### config.mk
export PLATFORM = sky130hd
export DESIGN_NAME = shc_ctrl
export DESIGN_NICKNAME = d
export VERILOG_FILES = /design/src/rtl/shc_pkg.sv /design/src/rtl/shc_ctrl.sv
export SDC_FILE = /design/constraint.sdc
export NUM_CORES = 1
export LEC_CHECK = 0
export ABC_CLOCK_PERIOD_IN_PS = 1450
export BUFFER_PORTS_ARGS = -buffer_cell sky130_fd_sc_hd__buf_2
export CAP_MARGIN = 20
export CORE_ASPECT_RATIO = 1.2
export CORE_MARGIN = 5
export CORE_UTILIZATION = 30
export DETAILED_ROUTE_END_ITERATION = 6
export PLACE_DENSITY = 0.66
export SETUP_SLACK_MARGIN = 0.4
export SLEW_MARGIN = 40
export SYNTH_ARGS = -nofsm -noshare
export SYNTH_HDL_FRONTEND = slang
export SYNTH_SLANG_ARGS = --single-unit
### constraint.sdc
create_clock -name clk -period 1.45 [get_ports clk]
set_input_delay 0.0725 -clock clk [delete_from_list [all_inputs] [get_ports clk]]
set_output_delay 0.0725 -clock clk [all_outputs]
set_load 0.05 [all_outputs]
### src/rtl/shc_pkg.sv
// ----------------------------------------------------------------------------
// shc_pkg
// Shared types and constants for the state co-occurrence histogram.
// ----------------------------------------------------------------------------
package shc_pkg;

	// Default sizes for the top-level parameters
	localparam int DEF_NUM_STATES  = 11;
	localparam int DEF_SIMUL_LIMIT = 5;
	localparam int DEF_COUNT_WIDTH = 32;

	// Fixed by the field widths of a beat
	localparam int STATE_W    = 4;
	localparam int MAX_RECORD = 9;
	localparam logic [7:0] DIGIT_ZERO = 8'h30;

	typedef enum logic [1:0] {
		FUNC_CHAR     = 2'd0,
		FUNC_EOL      = 2'd1,
		FUNC_RD_STATE = 2'd2,
		FUNC_RD_PAIR  = 2'd3
	} func_t;

	typedef enum logic [2:0] {
		STAT_OK    = 3'd0,
		STAT_DONE  = 3'd1,
		STAT_BAD   = 3'd2,
		STAT_RANGE = 3'd3,
		STAT_CUT   = 3'd4
	} status_t;

	typedef struct packed {
		func_t               func;
		logic [7:0]          char_code;
		logic [STATE_W-1:0]  bin_row;
		logic [STATE_W-1:0]  bin_col;
	} req_t;

	typedef struct packed {
		logic [31:0] count_value;
		status_t     status;
	} rsp_t;

	// State bin address source
	typedef enum logic [1:0] {
		SB_EMPTY = 2'd0,
		SB_STATE = 2'd1,
		SB_READ  = 2'd2
	} sb_src_t;

	// Pair bin address source
	typedef enum logic {
		PB_BUMP = 1'b0,
		PB_READ = 1'b1
	} pb_src_t;

	// Result value source
	typedef enum logic [1:0] {
		RES_NONE = 2'd0,
		RES_SB   = 2'd1,
		RES_PB   = 2'd2
	} res_src_t;

	// Controller to datapath commands
	typedef struct packed {
		logic     load;
		logic     set_record;
		logic     abort;
		logic     store_state;
		logic     sb_rd;
		sb_src_t  sb_src;
		logic     sb_wr;
		logic     pb_rd;
		pb_src_t  pb_src;
		logic     pb_wr;
		logic     pair_next;
		logic     note;
		status_t  note_status;
		res_src_t note_src;
		logic     res_load;
	} cmd_t;

	// Datapath to controller status
	typedef struct packed {
		func_t func;
		logic  expect_count;
		logic  is_digit;
		logic  count_zero;
		logic  state_ok;
		logic  size_lt_limit;
		logic  has_prev;
		logic  last_state;
		logic  pass;
		logic  pair_last;
		logic  rd_sb_ok;
		logic  rd_pb_ok;
		logic  out_free;
	} stat_t;

endpackage

### src/rtl/shc_ctrl.sv
// ----------------------------------------------------------------------------
// shc_ctrl
// Sequencer: decodes each beat and steps the bin read-modify-write walk.
// ----------------------------------------------------------------------------
module shc_ctrl
	import shc_pkg::*;
(
	input  logic  clk,
	input  logic  arst_n,
	input  logic  req_valid,
	output logic  req_ready,
	input  stat_t stat,
	output cmd_t  cmd
);

	localparam logic [2:0] ST_IDLE   = 3'd0;
	localparam logic [2:0] ST_DECODE = 3'd1;
	localparam logic [2:0] ST_SB_WR  = 3'd2;
	localparam logic [2:0] ST_PB_RD  = 3'd3;
	localparam logic [2:0] ST_PB_WR  = 3'd4;
	localparam logic [2:0] ST_FINISH = 3'd5;
	localparam logic [2:0] ST_RESULT = 3'd6;

	logic [2:0] state_q;
	logic [2:0] state_d;

	// Hold the current step
	always_ff @(posedge clk or negedge arst_n) begin
		if (!arst_n) begin
			state_q <= ST_IDLE;
		end else begin
			state_q <= state_d;
		end
	end

	// Next step and commands
	always_comb begin
		state_d   = state_q;
		cmd       = '0;
		req_ready = 1'b0;
		unique case (state_q)
			ST_IDLE: begin
				req_ready = 1'b1;
				if (req_valid) begin
					cmd.load = 1'b1;
					state_d  = ST_DECODE;
				end
			end
			ST_DECODE: begin
				cmd.note     = 1'b1;
				cmd.note_src = RES_NONE;
				state_d      = ST_RESULT;
				unique case (stat.func)
					FUNC_CHAR: begin
						if (stat.expect_count) begin
							if (!stat.is_digit) begin
								cmd.note_status = STAT_BAD;
							end else if (stat.count_zero) begin
								cmd.note_status = STAT_DONE;
								cmd.sb_rd       = 1'b1;
								cmd.sb_src      = SB_EMPTY;
								state_d         = ST_SB_WR;
							end else begin
								cmd.note_status = STAT_OK;
								cmd.set_record  = 1'b1;
							end
						end else if (!stat.state_ok) begin
							cmd.note_status = STAT_RANGE;
							cmd.abort       = 1'b1;
						end else if (stat.size_lt_limit) begin
							cmd.sb_rd  = 1'b1;
							cmd.sb_src = SB_STATE;
							state_d    = ST_SB_WR;
						end else if (stat.has_prev) begin
							state_d = ST_PB_RD;
						end else begin
							state_d = ST_FINISH;
						end
					end
					FUNC_EOL: begin
						if (!stat.expect_count) begin
							cmd.note_status = STAT_CUT;
							cmd.abort       = 1'b1;
						end else begin
							cmd.note_status = STAT_OK;
						end
					end
					FUNC_RD_STATE: begin
						cmd.note_status = STAT_OK;
						if (stat.rd_sb_ok) begin
							cmd.note_src = RES_SB;
							cmd.sb_rd    = 1'b1;
							cmd.sb_src   = SB_READ;
						end
					end
					FUNC_RD_PAIR: begin
						cmd.note_status = STAT_OK;
						if (stat.rd_pb_ok) begin
							cmd.note_src = RES_PB;
							cmd.pb_rd    = 1'b1;
							cmd.pb_src   = PB_READ;
						end
					end
					default: begin
						cmd.note_status = STAT_OK;
					end
				endcase
			end
			ST_SB_WR: begin
				cmd.sb_wr = 1'b1;
				if (stat.expect_count) begin
					state_d = ST_RESULT;
				end else if (stat.has_prev) begin
					state_d = ST_PB_RD;
				end else begin
					state_d = ST_FINISH;
				end
			end
			ST_PB_RD: begin
				cmd.pb_rd  = 1'b1;
				cmd.pb_src = PB_BUMP;
				state_d    = ST_PB_WR;
			end
			ST_PB_WR: begin
				cmd.pb_wr     = 1'b1;
				cmd.pair_next = 1'b1;
				if (stat.pass && stat.pair_last) begin
					state_d = ST_FINISH;
				end else begin
					state_d = ST_PB_RD;
				end
			end
			ST_FINISH: begin
				cmd.store_state = 1'b1;
				cmd.note        = 1'b1;
				cmd.note_src    = RES_NONE;
				cmd.note_status = stat.last_state ? STAT_DONE : STAT_OK;
				state_d         = ST_RESULT;
			end
			ST_RESULT: begin
				if (stat.out_free) begin
					cmd.res_load = 1'b1;
					state_d      = ST_IDLE;
				end
			end
			default: begin
				state_d = ST_IDLE;
			end
		endcase
	end

endmodule

==> PnR_summary.wiki, run 1 <==
{| class="wikitable"
! Metric !! Value
|-
| Outcome || finished, violations left
|-
| Failing checks || setup timing
|-
| DP HPWL || 1440 um
|-
| Buffer type at the clock tree root || sky130_fd_sc_hd__clkbuf_4
|-
| Clock network latency to the later pin of the worst-skew pair || 0.24 ns
|-
| Total net switching power || 1.205 mW
|-
| Count of input and output buffers || 36
|-
| Register share of total power || 6.7%
|-
| Power Internal || 1.318 mW
|-
| Sw Share || 47.75%
|-
| Synthesized-area fraction occupied by xor and xnor cells || 0%
|-
| Number of antenna violations at the first check in global routing || 0
|-
| Main combinational cell family by area after synthesis || simple AND/OR/NAND/NOR gates
|-
| Max-slew violation count || 0
|-
| Most frequent standard cell in the layout excluding fill and tap cells || sky130_fd_sc_hd__buf_6
|-
| Sequential cell area || 75.07 um^2
|-
| Final worst-path cycle share || 118.4%
|-
| Final weighted congestion in routability-driven placement || 0.8354
|-
| FMAX || 582.6 MHz
|-
| Number of distinct library cells after synthesis || 32
|-
| Vias per std cell || 5.203
|-
| Count of max-cap constraint violations || 0
|-
| Number of filler cells placed in the layout || 107
|-
| Clock network fraction of total power || 6.1%
|-
| Die boundary height || 54.24 um
|-
| Registers with the most flip-flops || state_q: 3 flops
|-
| Setup repair after global routing missed its margin || yes
|-
| Final hold violation count || 0
|-
| Final clock skew || 0.0007580 ns
|-
| Register area share after synthesis || 15.35%
|-
| Post-Synth Simple-Gate Area || 48.59%
|-
| Largest fanout on the critical path || 4
|-
| Number of DRC markers in iteration 0 || 11
|-
| CTS tree || yes
|-
| Core Region || 1602 um^2
|-
| Crit start category || flop
|-
| Antenna diode instance count || 0
|-
| Post-layout instance count excluding filler cells || 153
|-
| Sum of routed wire length over all layers || 2220 um
|-
| Required time at the worst-slack endpoint || 1.38 ns
|-
| DP Worst Slack || -0.1118 ns
|-
| Highest ir drop seen on vdd || 1.416 mV
|-
| Fraction of final layout cells with drive strength greater than 1 || 72.59%
|-
| Syn Inst Count || 74
|-
| Clock-pin slew of the registers on the worst-case setup and hold paths || 0.04 ns
|-
| Number of flip-flops in the largest register || 3
|-
| Adder-cell area share of the yosys netlist || 0%
|-
| Area used by multi-input combinational logic || 550.5 um^2
|-
| Most frequent cells in the layout || 20 x sky130_fd_sc_hd__buf_6, 19 x sky130_fd_sc_hd__buf_4, 16 x sky130_fd_sc_hd__buf_2, 9 x sky130_fd_sc_hd__buf_8, 6 x sky130_fd_sc_hd__nor2_1
|-
| Worst Path Class, Setup || flop to output port
|-
| Initial Util || 30.55%
|-
| Power density over cell area || 1968 nW/um^2
|-
| Share of power burned in combinational logic || 87.2%
|-
| DRC violation count after routing || 0
|-
| Power after layout || 2.523 mW
|-
| Area growth, synth to finish || 162.1%
|-
| Depth of the CTS H-tree || 1
|-
| GRT Total Usage || 18.90%
|-
| CTS sink cnt || 3
|-
| Total of endpoints with negative setup slack in the final report || 19
|-
| First-pass iteration count of the detailed router || 5
|-
| Crit. End Element || output port
|-
| Wire length of the first global-routing pass || 3346 um
|-
| CP Data Arrival Time || 1.64 ns
|-
| Total of flip-flops plus latches after synthesis || 3
|-
| Count of synthesis-stage warnings from yosys || 0
|-
| Largest net degree at the start of global routing || 13
|-
| Area share of the largest cell type after synthesis || 15.35%
|-
| Number of top-level pins || 37
|-
| Chip Width || 46.87 um
|-
| Library cell with the largest summed area after synthesis || sky130_fd_sc_hd__dfrtp_1
|-
| Total nets after synthesis || 91
|-
| Max_slew headroom || 76.84%
|-
| Total Die Area || 2542 um^2
|-
| Deepest clock path buffer count || 2
|-
| Number of placed instances, taps included || 134
|-
| Multiplexer share of the synthesized area || 0%
|-
| Number of clock buffers inserted by TritonCTS || 3
|-
| Largest cells by area after synthesis || sky130_fd_sc_hd__dfrtp_1 15%, sky130_fd_sc_hd__nor2_1 9.2%, sky130_fd_sc_hd__a21oi_1 6.1%
|-
| Layout net count || 153
|-
| Antenna viol nets, final || 0
|-
| Number of global-route vias before repair || 782
|-
| Register with the highest flop count || state_q
|-
| Routed via count || 796
|-
| Overall overflow remaining after global route || 0
|-
| Number of cell rows || 16
|-
| Clock period minus final worst setup slack || 1.716 ns
|-
| Static Leakage || 0.5805 nW
|-
| Type of the worst min-delay path || primary input to flop
|-
| Worst hold slack after final layout || 0.09991 ns
|-
| Detail-routed net length per standard cell || 14.51 um
|-
| Avg Cell Area, Syn || 6.611 um^2
|-
| Compound-cell area share of the yosys netlist || 24.55%
|-
| Minimum setup slack in the final design || -0.2664 ns
|-
| Least-Margin Pin Slew || 0.3466 ns
|-
| Syn Std Cell Area || 489.2 um^2
|}
[routing by layer]
metal / vias up / GRT usage (%) / part of all wire, %
li1: 382 / - / -
met3: 4 / 2.961 / 5.3
met4: 0 / 9.677 / 1.8
met1: 381 / 18.81 / 35
met2: 29 / 36.20 / 58
met5: - / 0 / 0
[layout make-up]
type | count | share of cell area [%]
flip-flops and latches | 3 | 5.854
repair buffers | 65 | 46.24
clock buffers | 4 | 2.049
well taps | 18 | 1.756
inverters | 3 | 1.171
multi-input cells | 60 | 42.93
[through the flow]
step,util [%],TNS (ns),area (um^2)
after global placement,56.09,-0.1431,898.4
after floorplan,-,-1.127,664.4
after global routing,80.08,-3.414,1282
after CTS,78.59,-2.151,1259
final,80.08,-2.499,1282
after detailed placement,56.09,-0.2898,898.4
[path summary, 6_finish.rpt]
path,startpoint,slack [ns],depth (start not counted),end
max in group asynchronous,arst_n,1.18,2,state_q[1]
min,req_valid,0.1,3,state_q[2]
min reg2reg,state_q[0],0.79,3,state_q[1]
min in group asynchronous,arst_n,0.16,2,state_q[2]
max reg2reg,state_q[2],-0.18,4,state_q[0]
max,state_q[2],-0.27,4,cmd[16]
[worst max-delay path, cell delays in order (launching register included)]
cell and delay, ns:
sky130_fd_sc_hd__dfrtp_1 0.40, sky130_fd_sc_hd__buf_4 0.16, sky130_fd_sc_hd__or4_4 0.57, sky130_fd_sc_hd__nor2_4 0.12, sky130_fd_sc_hd__buf_8 0.15
[logic make-up (layout without fill, tap and decap cells)]
| family | Yosys count | after routing |
|---|---|---|
| and+or+nand+nor | 43 | 43 |
| AOI/OAI and AO/OA | 17 | 17 |
| buffers and inverters | 11 | 72 |
| DFF | 3 | 3 |
[timing repair]
item / in CTS / in global routing
hold buffers: 1 / 0
endpoints found under the setup margin: 23 / 23
resized for setup: 65 / 4
setup buffers: 13 / 1
pin swaps: 5 / 2
hold endpoints to repair: 3 / 0
[power groups by stage]
stage                     Clock, mW  Combinational [mW]  Sequential, mW
final                         0.155                2.20           0.169
after global routing          0.158                2.31           0.174
after CTS                     0.154                2.11           0.165
after detailed placement          0                1.47           0.170
after global placement            0                1.46           0.168
after floorplan                   0                1.21           0.162
[cells in the mapped netlist]
master	count
sky130_fd_sc_hd__or3b_1	1
sky130_fd_sc_hd__or4_4	1
sky130_fd_sc_hd__and3_1	4
sky130_fd_sc_hd__or3_1	1
sky130_fd_sc_hd__a21oi_1	6
sky130_fd_sc_hd__and2_1	3
sky130_fd_sc_hd__or2_2	1
sky130_fd_sc_hd__o21bai_1	2
sky130_fd_sc_hd__o21ai_0	2
sky130_fd_sc_hd__o41ai_2	1
sky130_fd_sc_hd__nor4bb_1	1
sky130_fd_sc_hd__nor4_1	1
sky130_fd_sc_hd__o21ba_2	1
sky130_fd_sc_hd__clkbuf_1	5
sky130_fd_sc_hd__nor2_1	12
sky130_fd_sc_hd__nor4b_1	1
sky130_fd_sc_hd__dfrtp_1	3
sky130_fd_sc_hd__nor3b_1	2
sky130_fd_sc_hd__nand3_1	2
sky130_fd_sc_hd__o31ai_1	1
sky130_fd_sc_hd__a32oi_1	1
sky130_fd_sc_hd__nand3b_1	1
sky130_fd_sc_hd__nor3_1	3
sky130_fd_sc_hd__a211o_1	1
sky130_fd_sc_hd__nand2b_1	3
sky130_fd_sc_hd__buf_4	2
sky130_fd_sc_hd__nand2_1	5
sky130_fd_sc_hd__nor2b_1	1
sky130_fd_sc_hd__buf_6	1
sky130_fd_sc_hd__inv_1	3
sky130_fd_sc_hd__a22oi_1	1
sky130_fd_sc_hd__a31oi_1	1
(Power assumes the default switching activity.)
==> inputs of run 2 (changes only) <==
--- a/config.mk
+++ b/config.mk
@@ -8,11 +8,11 @@
 export ABC_CLOCK_PERIOD_IN_PS = 1450
 export BUFFER_PORTS_ARGS = -buffer_cell sky130_fd_sc_hd__buf_2
 export CAP_MARGIN = 20
-export CORE_ASPECT_RATIO = 1.2
 export CORE_MARGIN = 5
 export CORE_UTILIZATION = 30
 export DETAILED_ROUTE_END_ITERATION = 6
 export PLACE_DENSITY = 0.66
+export REMOVE_ABC_BUFFERS = 1
 export SETUP_SLACK_MARGIN = 0.4
 export SLEW_MARGIN = 40
 export SYNTH_ARGS = -nofsm -noshare
==> constraint.sdc (replaced) <==
create_clock -name clk -period 1.45 [get_ports clk]
set_input_delay 0.435 -clock clk [delete_from_list [all_inputs] [get_ports clk]]
set_output_delay 0.435 -clock clk [all_outputs]
set_load 0.05 [all_outputs]
==> PnR_summary.wiki, run 2 (synthesis results as in run 1) <==
{| class="wikitable"
! Metric !! Value
|-
| Outcome || finished, violations left
|-
| Failing checks || setup timing
|-
| Final weighted congestion in routability-driven placement || 0.7364
|-
| Worst hold slack after final layout || 0.4414 ns
|-
| Crit. End Element || output port
|-
| Area used by multi-input combinational logic || 526.8 um^2
|-
| Minimum setup slack in the final design || -0.6668 ns
|-
| First-pass iteration count of the detailed router || 4
|-
| CTS tree || yes
|-
| Detail-routed net length per standard cell || 17.17 um
|-
| Highest ir drop seen on vdd || 1.412 mV
|-
| Required time at the worst-slack endpoint || 1.02 ns
|-
| Largest net degree at the start of global routing || 19
|-
| Clock network latency to the later pin of the worst-skew pair || 0.25 ns
|-
| Register with the highest flop count || state_q
|-
| Deepest clock path buffer count || 2
|-
| Chip Width || 50.38 um
|-
| Static Leakage || 0.6100 nW
|-
| Worst Path Class, Setup || flop to output port
|-
| Clock period minus final worst setup slack || 2.117 ns
|-
| Depth of the CTS H-tree || 1
|-
| FMAX || 472.4 MHz
|-
| Number of antenna violations at the first check in global routing || 0
|-
| Count of max-cap constraint violations || 0
|-
| Fraction of final layout cells with drive strength greater than 1 || 72.66%
|-
| Max-slew violation count || 0
|-
| Total Die Area || 2538 um^2
|-
| Antenna viol nets, final || 0
|-
| Count of input and output buffers || 36
|-
| Number of top-level pins || 37
|-
| Vias per std cell || 5.548
|-
| CTS sink cnt || 3
|-
| Least-Margin Pin Slew || 0.2378 ns
|-
| Buffer type at the clock tree root || sky130_fd_sc_hd__clkbuf_4
|-
| GRT Total Usage || 14.94%
|-
| Number of global-route vias before repair || 716
|-
| Clock-pin slew of the registers on the worst-case setup and hold paths || 0.05 ns
|-
| Registers with the most flip-flops || state_q: 3 flops
|-
| Wire length of the first global-routing pass || 3070 um
|-
| Sequential cell area || 75.07 um^2
|-
| Sum of routed wire length over all layers || 2662 um
|-
| Final worst-path cycle share || 146.0%
|-
| Routed via count || 860
|-
| CP Data Arrival Time || 1.68 ns
|-
| Crit start category || flop
|-
| Total of endpoints with negative setup slack in the final report || 22
|-
| DP HPWL || 1364 um
|-
| Layout net count || 157
|-
| Most frequent cells in the layout || 22 x sky130_fd_sc_hd__buf_6, 21 x sky130_fd_sc_hd__buf_4, 13 x sky130_fd_sc_hd__buf_2, 12 x sky130_fd_sc_hd__buf_8, 7 x sky130_fd_sc_hd__nor2_1
|-
| Setup repair after global routing missed its margin || yes
|-
| Die boundary height || 50.38 um
|-
| Final hold violation count || 0
|-
| Power density over cell area || 1717 nW/um^2
|-
| Largest fanout on the critical path || 3
|-
| Antenna diode instance count || 0
|-
| Power after layout || 2.271 mW
|-
| Number of clock buffers inserted by TritonCTS || 3
|-
| Final clock skew || 0.01311 ns
|-
| DRC violation count after routing || 0
|-
| Number of DRC markers in iteration 0 || 15
|-
| Overall overflow remaining after global route || 0
|-
| Area growth, synth to finish || 170.3%
|-
| Final TNS setup || -9.794 ns
|-
| Number of cell rows || 14
|-
| Type of the worst min-delay path || primary input to flop
|-
| Max_slew headroom || 83.98%
|-
| Most frequent standard cell in the layout excluding fill and tap cells || sky130_fd_sc_hd__buf_6
|-
| Number of flip-flops in the largest register || 3
|-
| Number of filler cells placed in the layout || 65
|-
| Core Region || 1524 um^2
|-
| Initial Util || 32.10%
|}
==> run 2: cell count changes in the layout (fill, tap and decap cells not counted), moves of 2 or more <==
cell                    change
sky130_fd_sc_hd__buf_6      +2
sky130_fd_sc_hd__buf_2      -3
sky130_fd_sc_hd__buf_4      +2
sky130_fd_sc_hd__buf_8      +3
==> run 2: final timing paths <==
kind | from | endpoint | slack (ns) | cells after the start
min in group asynchronous | arst_n | state_q[2] | 0.52 | 2
min reg2reg | state_q[1] | state_q[1] | 0.69 | 3
max reg2reg | state_q[1] | state_q[0] | -0.43 | 7
max in group asynchronous | arst_n | state_q[0] | 0.81 | 2
min | req_valid | state_q[2] | 0.44 | 3
max | state_q[2] | cmd[4] | -0.67 | 4
==> run 2: power by group <==
part,internal [mW],switching [mW]
clock network,0.104,0.0633
logic,0.888,1.06
registers,0.129,0.0267
total,1.12,1.15
==> run 2: timing repair <==
item / in CTS / in global routing
setup endpoints to repair: 23 / 23
setup buffers: 2 / 8
resized for setup: 56 / 51
hold buffers: 1 / 0
endpoints found under the hold margin: 3 / 0
pin swaps: 8 / 17
==> run 2: cell type report <==
type / instances / area share, %
Multi-Input combinational cell: 60 / 39.83
Sequential cell: 3 / 5.676
Inverter: 3 / 1.041
Timing Repair Buffer: 69 / 49.95
Clock buffer: 4 / 1.987
Tap cell: 16 / 1.514
==> run 2: per-stage QoR <==
stage | instances | utilization [%] | area [um^2] | setup slack, ns
2_1_floorplan | 66 | - | 444.2 | -1.797
3_3_place_gp | 140 | 53.12 | 809.5 | -0.6118
3_5_place_dp | 140 | 53.12 | 809.5 | -0.6266
4_1_cts | 147 | 69.13 | 1054 | -0.6485
5_1_grt | 155 | 86.78 | 1323 | -0.7155
6_report | 155 | 86.78 | 1323 | -0.6668
==> run 2: metal layers <==
layer	global-route usage [%]	vias to the layer above	wire, um
met3	2.367	8	162
li1	-	393	-
met2	27.62	45	1392
met1	18.18	414	1048
met5	0	-	0
met4	2.553	0	58
==> run 2: worst max-delay path, stage by stage, from the launching register on <==
cell and delay [ns]:
sky130_fd_sc_hd__dfrtp_1 0.38, sky130_fd_sc_hd__or3b_4 0.44, sky130_fd_sc_hd__buf_6 0.14, sky130_fd_sc_hd__nor4bb_4 0.26
sky130_fd_sc_hd__buf_6 0.19
==> inputs of run 3 (changes only) <==
--- a/config.mk
+++ b/config.mk
@@ -5,13 +5,13 @@
 export SDC_FILE = /design/constraint.sdc
 export NUM_CORES = 1
 export LEC_CHECK = 0
-export ABC_CLOCK_PERIOD_IN_PS = 1450
+export ABC_CLOCK_PERIOD_IN_PS = 2100
 export BUFFER_PORTS_ARGS = -buffer_cell sky130_fd_sc_hd__buf_2
 export CAP_MARGIN = 20
 export CORE_MARGIN = 5
 export CORE_UTILIZATION = 30
 export DETAILED_ROUTE_END_ITERATION = 6
-export PLACE_DENSITY = 0.66
+export PLACE_DENSITY = 0.64
 export REMOVE_ABC_BUFFERS = 1
 export SETUP_SLACK_MARGIN = 0.4
 export SLEW_MARGIN = 40
==> constraint.sdc (replaced) <==
create_clock -name clk -period 2.1 [get_ports clk]
set_input_delay 0.63 -clock clk [delete_from_list [all_inputs] [get_ports clk]]
set_output_delay 0.63 -clock clk [all_outputs]
set_load 0.05 [all_outputs]
==> PnR_summary.wiki, run 3 <==
{| class="wikitable"
! Metric !! Value
|-
| Outcome || aborted with a tool error
|-
| Stage at which the flow ended || 5_1_grt
|-
| Error message || [ERROR DPL-0033] detailed placement checks failed during check placement.
|-
| Chip Width || 50.38 um
|-
| Register area share after synthesis || 15.35%
|-
| Commonest cells in the netlist || 12 x sky130_fd_sc_hd__nor2_1, 6 x sky130_fd_sc_hd__a21oi_1, 5 x sky130_fd_sc_hd__clkbuf_1, 5 x sky130_fd_sc_hd__nand2_1, 4 x sky130_fd_sc_hd__and3_1
|-
| Depth of the CTS H-tree || 1
|-
| Die boundary height || 50.38 um
|-
| Number of clock buffers inserted by TritonCTS || 3
|-
| Library cell with the largest summed area after synthesis || sky130_fd_sc_hd__dfrtp_1
|-
| Syn Inst Count || 74
|-
| Number of distinct library cells after synthesis || 32
|-
| DP HPWL || 1389 um
|-
| Buffer type at the clock tree root || sky130_fd_sc_hd__clkbuf_4
|-
| Count of input and output buffers || 36
|-
| DP Worst Slack || -0.3600 ns
|-
| Async S/R FF share, synth || 100.0%
|-
| Syn Std Cell Area || 489.2 um^2
|-
| Number of top-level pins || 37
|-
| Number of cell rows || 14
|-
| Final weighted congestion in routability-driven placement || 0.7762
|-
| Initial Util || 32.10%
|-
| Worst endpoint, post-GRT repair || cmd[3]
|-
| Count of synthesis-stage warnings from yosys || 0
|-
| Total of flip-flops plus latches after synthesis || 3
|-
| Number of antenna violations at the first check in global routing || 0
|-
| Deepest clock path buffer count || 2
|-
| Primary FF master, synth || sky130_fd_sc_hd__dfrtp_1
|-
| Worst End Pin Type || output port
|-
| Largest net degree at the start of global routing || 9
|-
| Number of enable flip-flop cells after synthesis || 0
|-
| Avg Cell Area, Syn || 6.611 um^2
|-
| CTS sink cnt || 3
|-
| CTS Hold Bufs || 0
|-
| Area share of the largest cell type after synthesis || 15.35%
|-
| Largest cells by area after synthesis || sky130_fd_sc_hd__dfrtp_1 15%, sky130_fd_sc_hd__nor2_1 9.2%, sky130_fd_sc_hd__a21oi_1 6.1%
|-
| Most numerous cell in the Yosys netlist || sky130_fd_sc_hd__nor2_1
|}
## run 3: timing repair
| action | 4_1_cts |
|---|---|
| pin swaps | 21 |
| setup buffers | 11 |
| hold endpoints to repair | 0 |
| endpoints found under the setup margin | 21 |
| resized for setup | 89 |
## run 3: metrics by stage
step | hold WS [ns] | instances | setup TNS, ns | area (um^2) | util, %
CTS | 0.1807 | 151 | -1.334 | 1226 | 80.46
detailed placement | 0.4250 | 136 | -1.527 | 779.5 | 51.15
global placement | 0.4238 | 136 | -1.363 | 779.5 | 51.15
floorplan | 0.3344 | 66 | -8.624 | 444.2 | -
## run 3: cells by family after synthesis
kind of cell / Yosys count / share of synthesized area (%)
buffers and inverters: 11 / 11.51
AO/OA/AOI/OAI: 17 / 24.56
flip-flops: 3 / 15.34
AND/OR/NAND/NOR: 43 / 48.60
==> inputs of run 4 (changes only) <==
--- a/config.mk
+++ b/config.mk
@@ -8,12 +8,11 @@
 export ABC_CLOCK_PERIOD_IN_PS = 2100
 export BUFFER_PORTS_ARGS = -buffer_cell sky130_fd_sc_hd__buf_2
 export CAP_MARGIN = 20
-export CORE_MARGIN = 5
-export CORE_UTILIZATION = 30
+export CORE_AREA = 5 5 66 68
 export DETAILED_ROUTE_END_ITERATION = 6
-export PLACE_DENSITY = 0.64
+export DIE_AREA = 0 0 71 73
+export PLACE_DENSITY_LB_ADDON = 0.15
 export REMOVE_ABC_BUFFERS = 1
-export SETUP_SLACK_MARGIN = 0.4
 export SLEW_MARGIN = 40
 export SYNTH_ARGS = -nofsm -noshare
 export SYNTH_HDL_FRONTEND = slang
==> PnR_summary.wiki, run 4 (synthesis results as in run 1) <==
{| class="wikitable"
! Metric !! Value
|-
| Final TNS setup || -1.132 ns
|-
| Sequential cell area || 75.07 um^2
|-
| Most frequent standard cell in the layout excluding fill and tap cells || sky130_fd_sc_hd__buf_4
|-
| Worst Path Class, Setup || primary input to output port
|-
| CP Buf/Inv Count || 2
|-
| Antenna diode instance count || 0
|-
| Worst flop-to-flop path endpoint || state_q[0]
|-
| Detail-routed net length per standard cell || 11.72 um
|-
| CP Data Arrival Time || 1.73 ns
|-
| Setup repair after global routing missed its margin || yes
|-
| Chip Width || 71 um
|-
| Post-CTS Repair Setup Buffers || 0
|-
| Most frequent cells in the layout || 18 x sky130_fd_sc_hd__buf_4, 17 x sky130_fd_sc_hd__buf_2, 10 x sky130_fd_sc_hd__buf_6, 8 x sky130_fd_sc_hd__nor2_1, 7 x sky130_fd_sc_hd__buf_8
|-
| Required time at the worst-slack endpoint || 1.47 ns
|-
| CP startpoint || stat[11]
|-
| Clock-pin slew of the registers on the worst-case setup and hold paths || 0.03 ns
|-
| Register share of total power || 8.2%
|-
| Slowest Stage Delay on Critical Path || 0.38 ns
|-
| CTS sink cnt || 3
|-
| Total Die Area || 5183 um^2
|-
| Register with the highest flop count || state_q
|-
| Antenna viol nets, final || 0
|-
| Least-Margin Pin Slew || 0.2951 ns
|-
| Sw Share || 51.97%
|-
| Number of flip-flops in the largest register || 3
|-
| Crit start category || primary input
|-
| Vias per std cell || 4.075
|-
| Max-slew violation count || 0
|-
| Clock network fraction of total power || 12.7%
|-
| Power density over cell area || 1160 nW/um^2
|-
| Overall overflow remaining after global route || 0
|-
| Number of DRC markers in iteration 0 || 16
|-
| Largest fanout on the critical path || 4
|-
| Failing checks || setup timing
|-
| DP HPWL || 1604 um
|-
| Count of max-cap constraint violations || 0
|-
| Fraction of final layout cells with drive strength greater than 1 || 63.71%
|-
| Final weighted congestion in routability-driven placement || 0.6961
|-
| Total net switching power || 0.6839 mW
|-
| R2R depth || 5
|-
| Sum of routed wire length over all layers || 2039 um
|-
| Clock network latency to the later pin of the worst-skew pair || 0.22 ns
|-
| Crit. End Element || output port
|-
| Count of input and output buffers || 36
|-
| Launch instance of the worst register-to-register path || state_q[2]
|-
| Clock period minus final worst setup slack || 2.360 ns
|-
| Number of cell rows || 23
|-
| Share of power burned in combinational logic || 79.1%
|-
| Final clock skew || 0.002463 ns
|-
| Routed via count || 709
|-
| Core Region || 3799 um^2
|-
| GRT Total Usage || 7.562%
|-
| Registers with the most flip-flops || state_q: 3 flops
|-
| Deepest clock path buffer count || 2
|-
| Total of endpoints with negative setup slack in the final report || 9
|-
| First-pass iteration count of the detailed router || 4
|-
| Number of clock buffers inserted by TritonCTS || 3
|-
| Final hold violation count || 0
|-
| Static Leakage || 0.5150 nW
|-
| Type of the worst min-delay path || primary input to async pin
|-
| CTS tree || yes
|-
| Power Internal || 0.6320 mW
|-
| Largest net degree at the start of global routing || 14
|-
| Initial Util || 12.88%
|-
| Area used by multi-input combinational logic || 488.0 um^2
|-
| Highest-delay cell along the critical path || sky130_fd_sc_hd__or3_4
|-
| Final worst-path cycle share || 112.4%
|-
| Top cell family by delay on the critical path || compound AO/OA/AOI/OAI gates
|-
| Layout net count || 142
|-
| Area growth, synth to finish || 132.0%
|-
| Number of antenna violations at the first check in global routing || 0
|-
| DP Worst Slack || -0.3689 ns
|-
| Number of global-route vias before repair || 718
|-
| Max_slew headroom || 80.15%
|-
| Number of filler cells placed in the layout || 432
|-
| Wire length of the first global-routing pass || 3105 um
|-
| Depth of the CTS H-tree || 1
|-
| Minimum setup slack in the final design || -0.2597 ns
|-
| Critical Path, Cell by Cell || buf_8 > a211o_1 > or3_4 > a21oi_4 > buf_6
|-
| Number of top-level pins || 37
|-
| FMAX || 423.8 MHz
|-
| Die boundary height || 73 um
|-
| Buffer type at the clock tree root || sky130_fd_sc_hd__clkbuf_8
|-
| Outcome || finished, violations left
|-
| DRC violation count after routing || 0
|-
| Slack of the worst reg-to-reg path || 0.42 ns
|-
| Highest ir drop seen on vdd || 0.3351 mV
|-
| Worst path depth || 5
|}
run 4: repair_timing:
action	in CTS	in global routing
hold buffers	0	0
endpoints found under the setup margin	13	16
pin swaps	12	7
hold endpoints to repair	0	0
gates resized for setup	48	20
run 4: worst reg2reg max path, cell delays in order (launching register included):
cell and delay (ns):
sky130_fd_sc_hd__dfrtp_1 0.38, sky130_fd_sc_hd__buf_6 0.14, sky130_fd_sc_hd__or4_4 0.55, sky130_fd_sc_hd__buf_4 0.15
sky130_fd_sc_hd__o41ai_2 0.21, sky130_fd_sc_hd__and3_1 0.19
run 4: worst max-delay path by stage:
| stage | slack, ns | endpoint |
|---|---|---|
| floorplan | -1.34 | cmd[7] |
| global placement | -0.34 | cmd[3] |
| detailed placement | -0.37 | cmd[3] |
| CTS | -0.29 | cmd[3] |
| global route | -0.30 | cmd[3] |
| finish | -0.26 | cmd[3] |
run 4: through the flow:
stage | cells | instance area [um^2] | utilization, % | power [mW] | hold slack [ns]
floorplan | 66 | 444.2 | - | 0.6582 | 0.3344
global placement | 170 | 822.0 | 21.64 | 0.9672 | 0.4263
detailed placement | 170 | 822.0 | 21.64 | 0.9611 | 0.4291
CTS | 174 | 1055 | 27.77 | 1.246 | 0.1996
global route | 174 | 1135 | 29.87 | 1.410 | 0.2089
finish | 174 | 1135 | 29.87 | 1.316 | 0.2017
run 4: routing by layer:
metal,up-vias,global-route usage [%],part of all wire (%)
met5,-,0,0
met4,0,5.010,1.3
met3,2,0.4132,3.4
met2,16,12.98,53
met1,328,9.128,42
li1,363,-,-
run 4: final cells by class:
type	instances	share of cell area (%)
multi-input cells	60	43.00
well taps	50	5.513
flip-flops and latches	3	6.615
clock buffers	4	3.969
repair buffers	54	39.91
inverters	3	0.9923
run 4: power groups by stage:
| stage | clock (mW) | combinational (mW) | sequential (mW) |
|---|---|---|---|
| final | 0.167 | 1.04 | 0.107 |
| after global routing | 0.176 | 1.13 | 0.109 |
| after CTS | 0.173 | 0.967 | 0.105 |
| after detailed placement | 0 | 0.858 | 0.103 |
| after global placement | 0 | 0.864 | 0.103 |
| after floorplan | 0 | 0.498 | 0.161 |
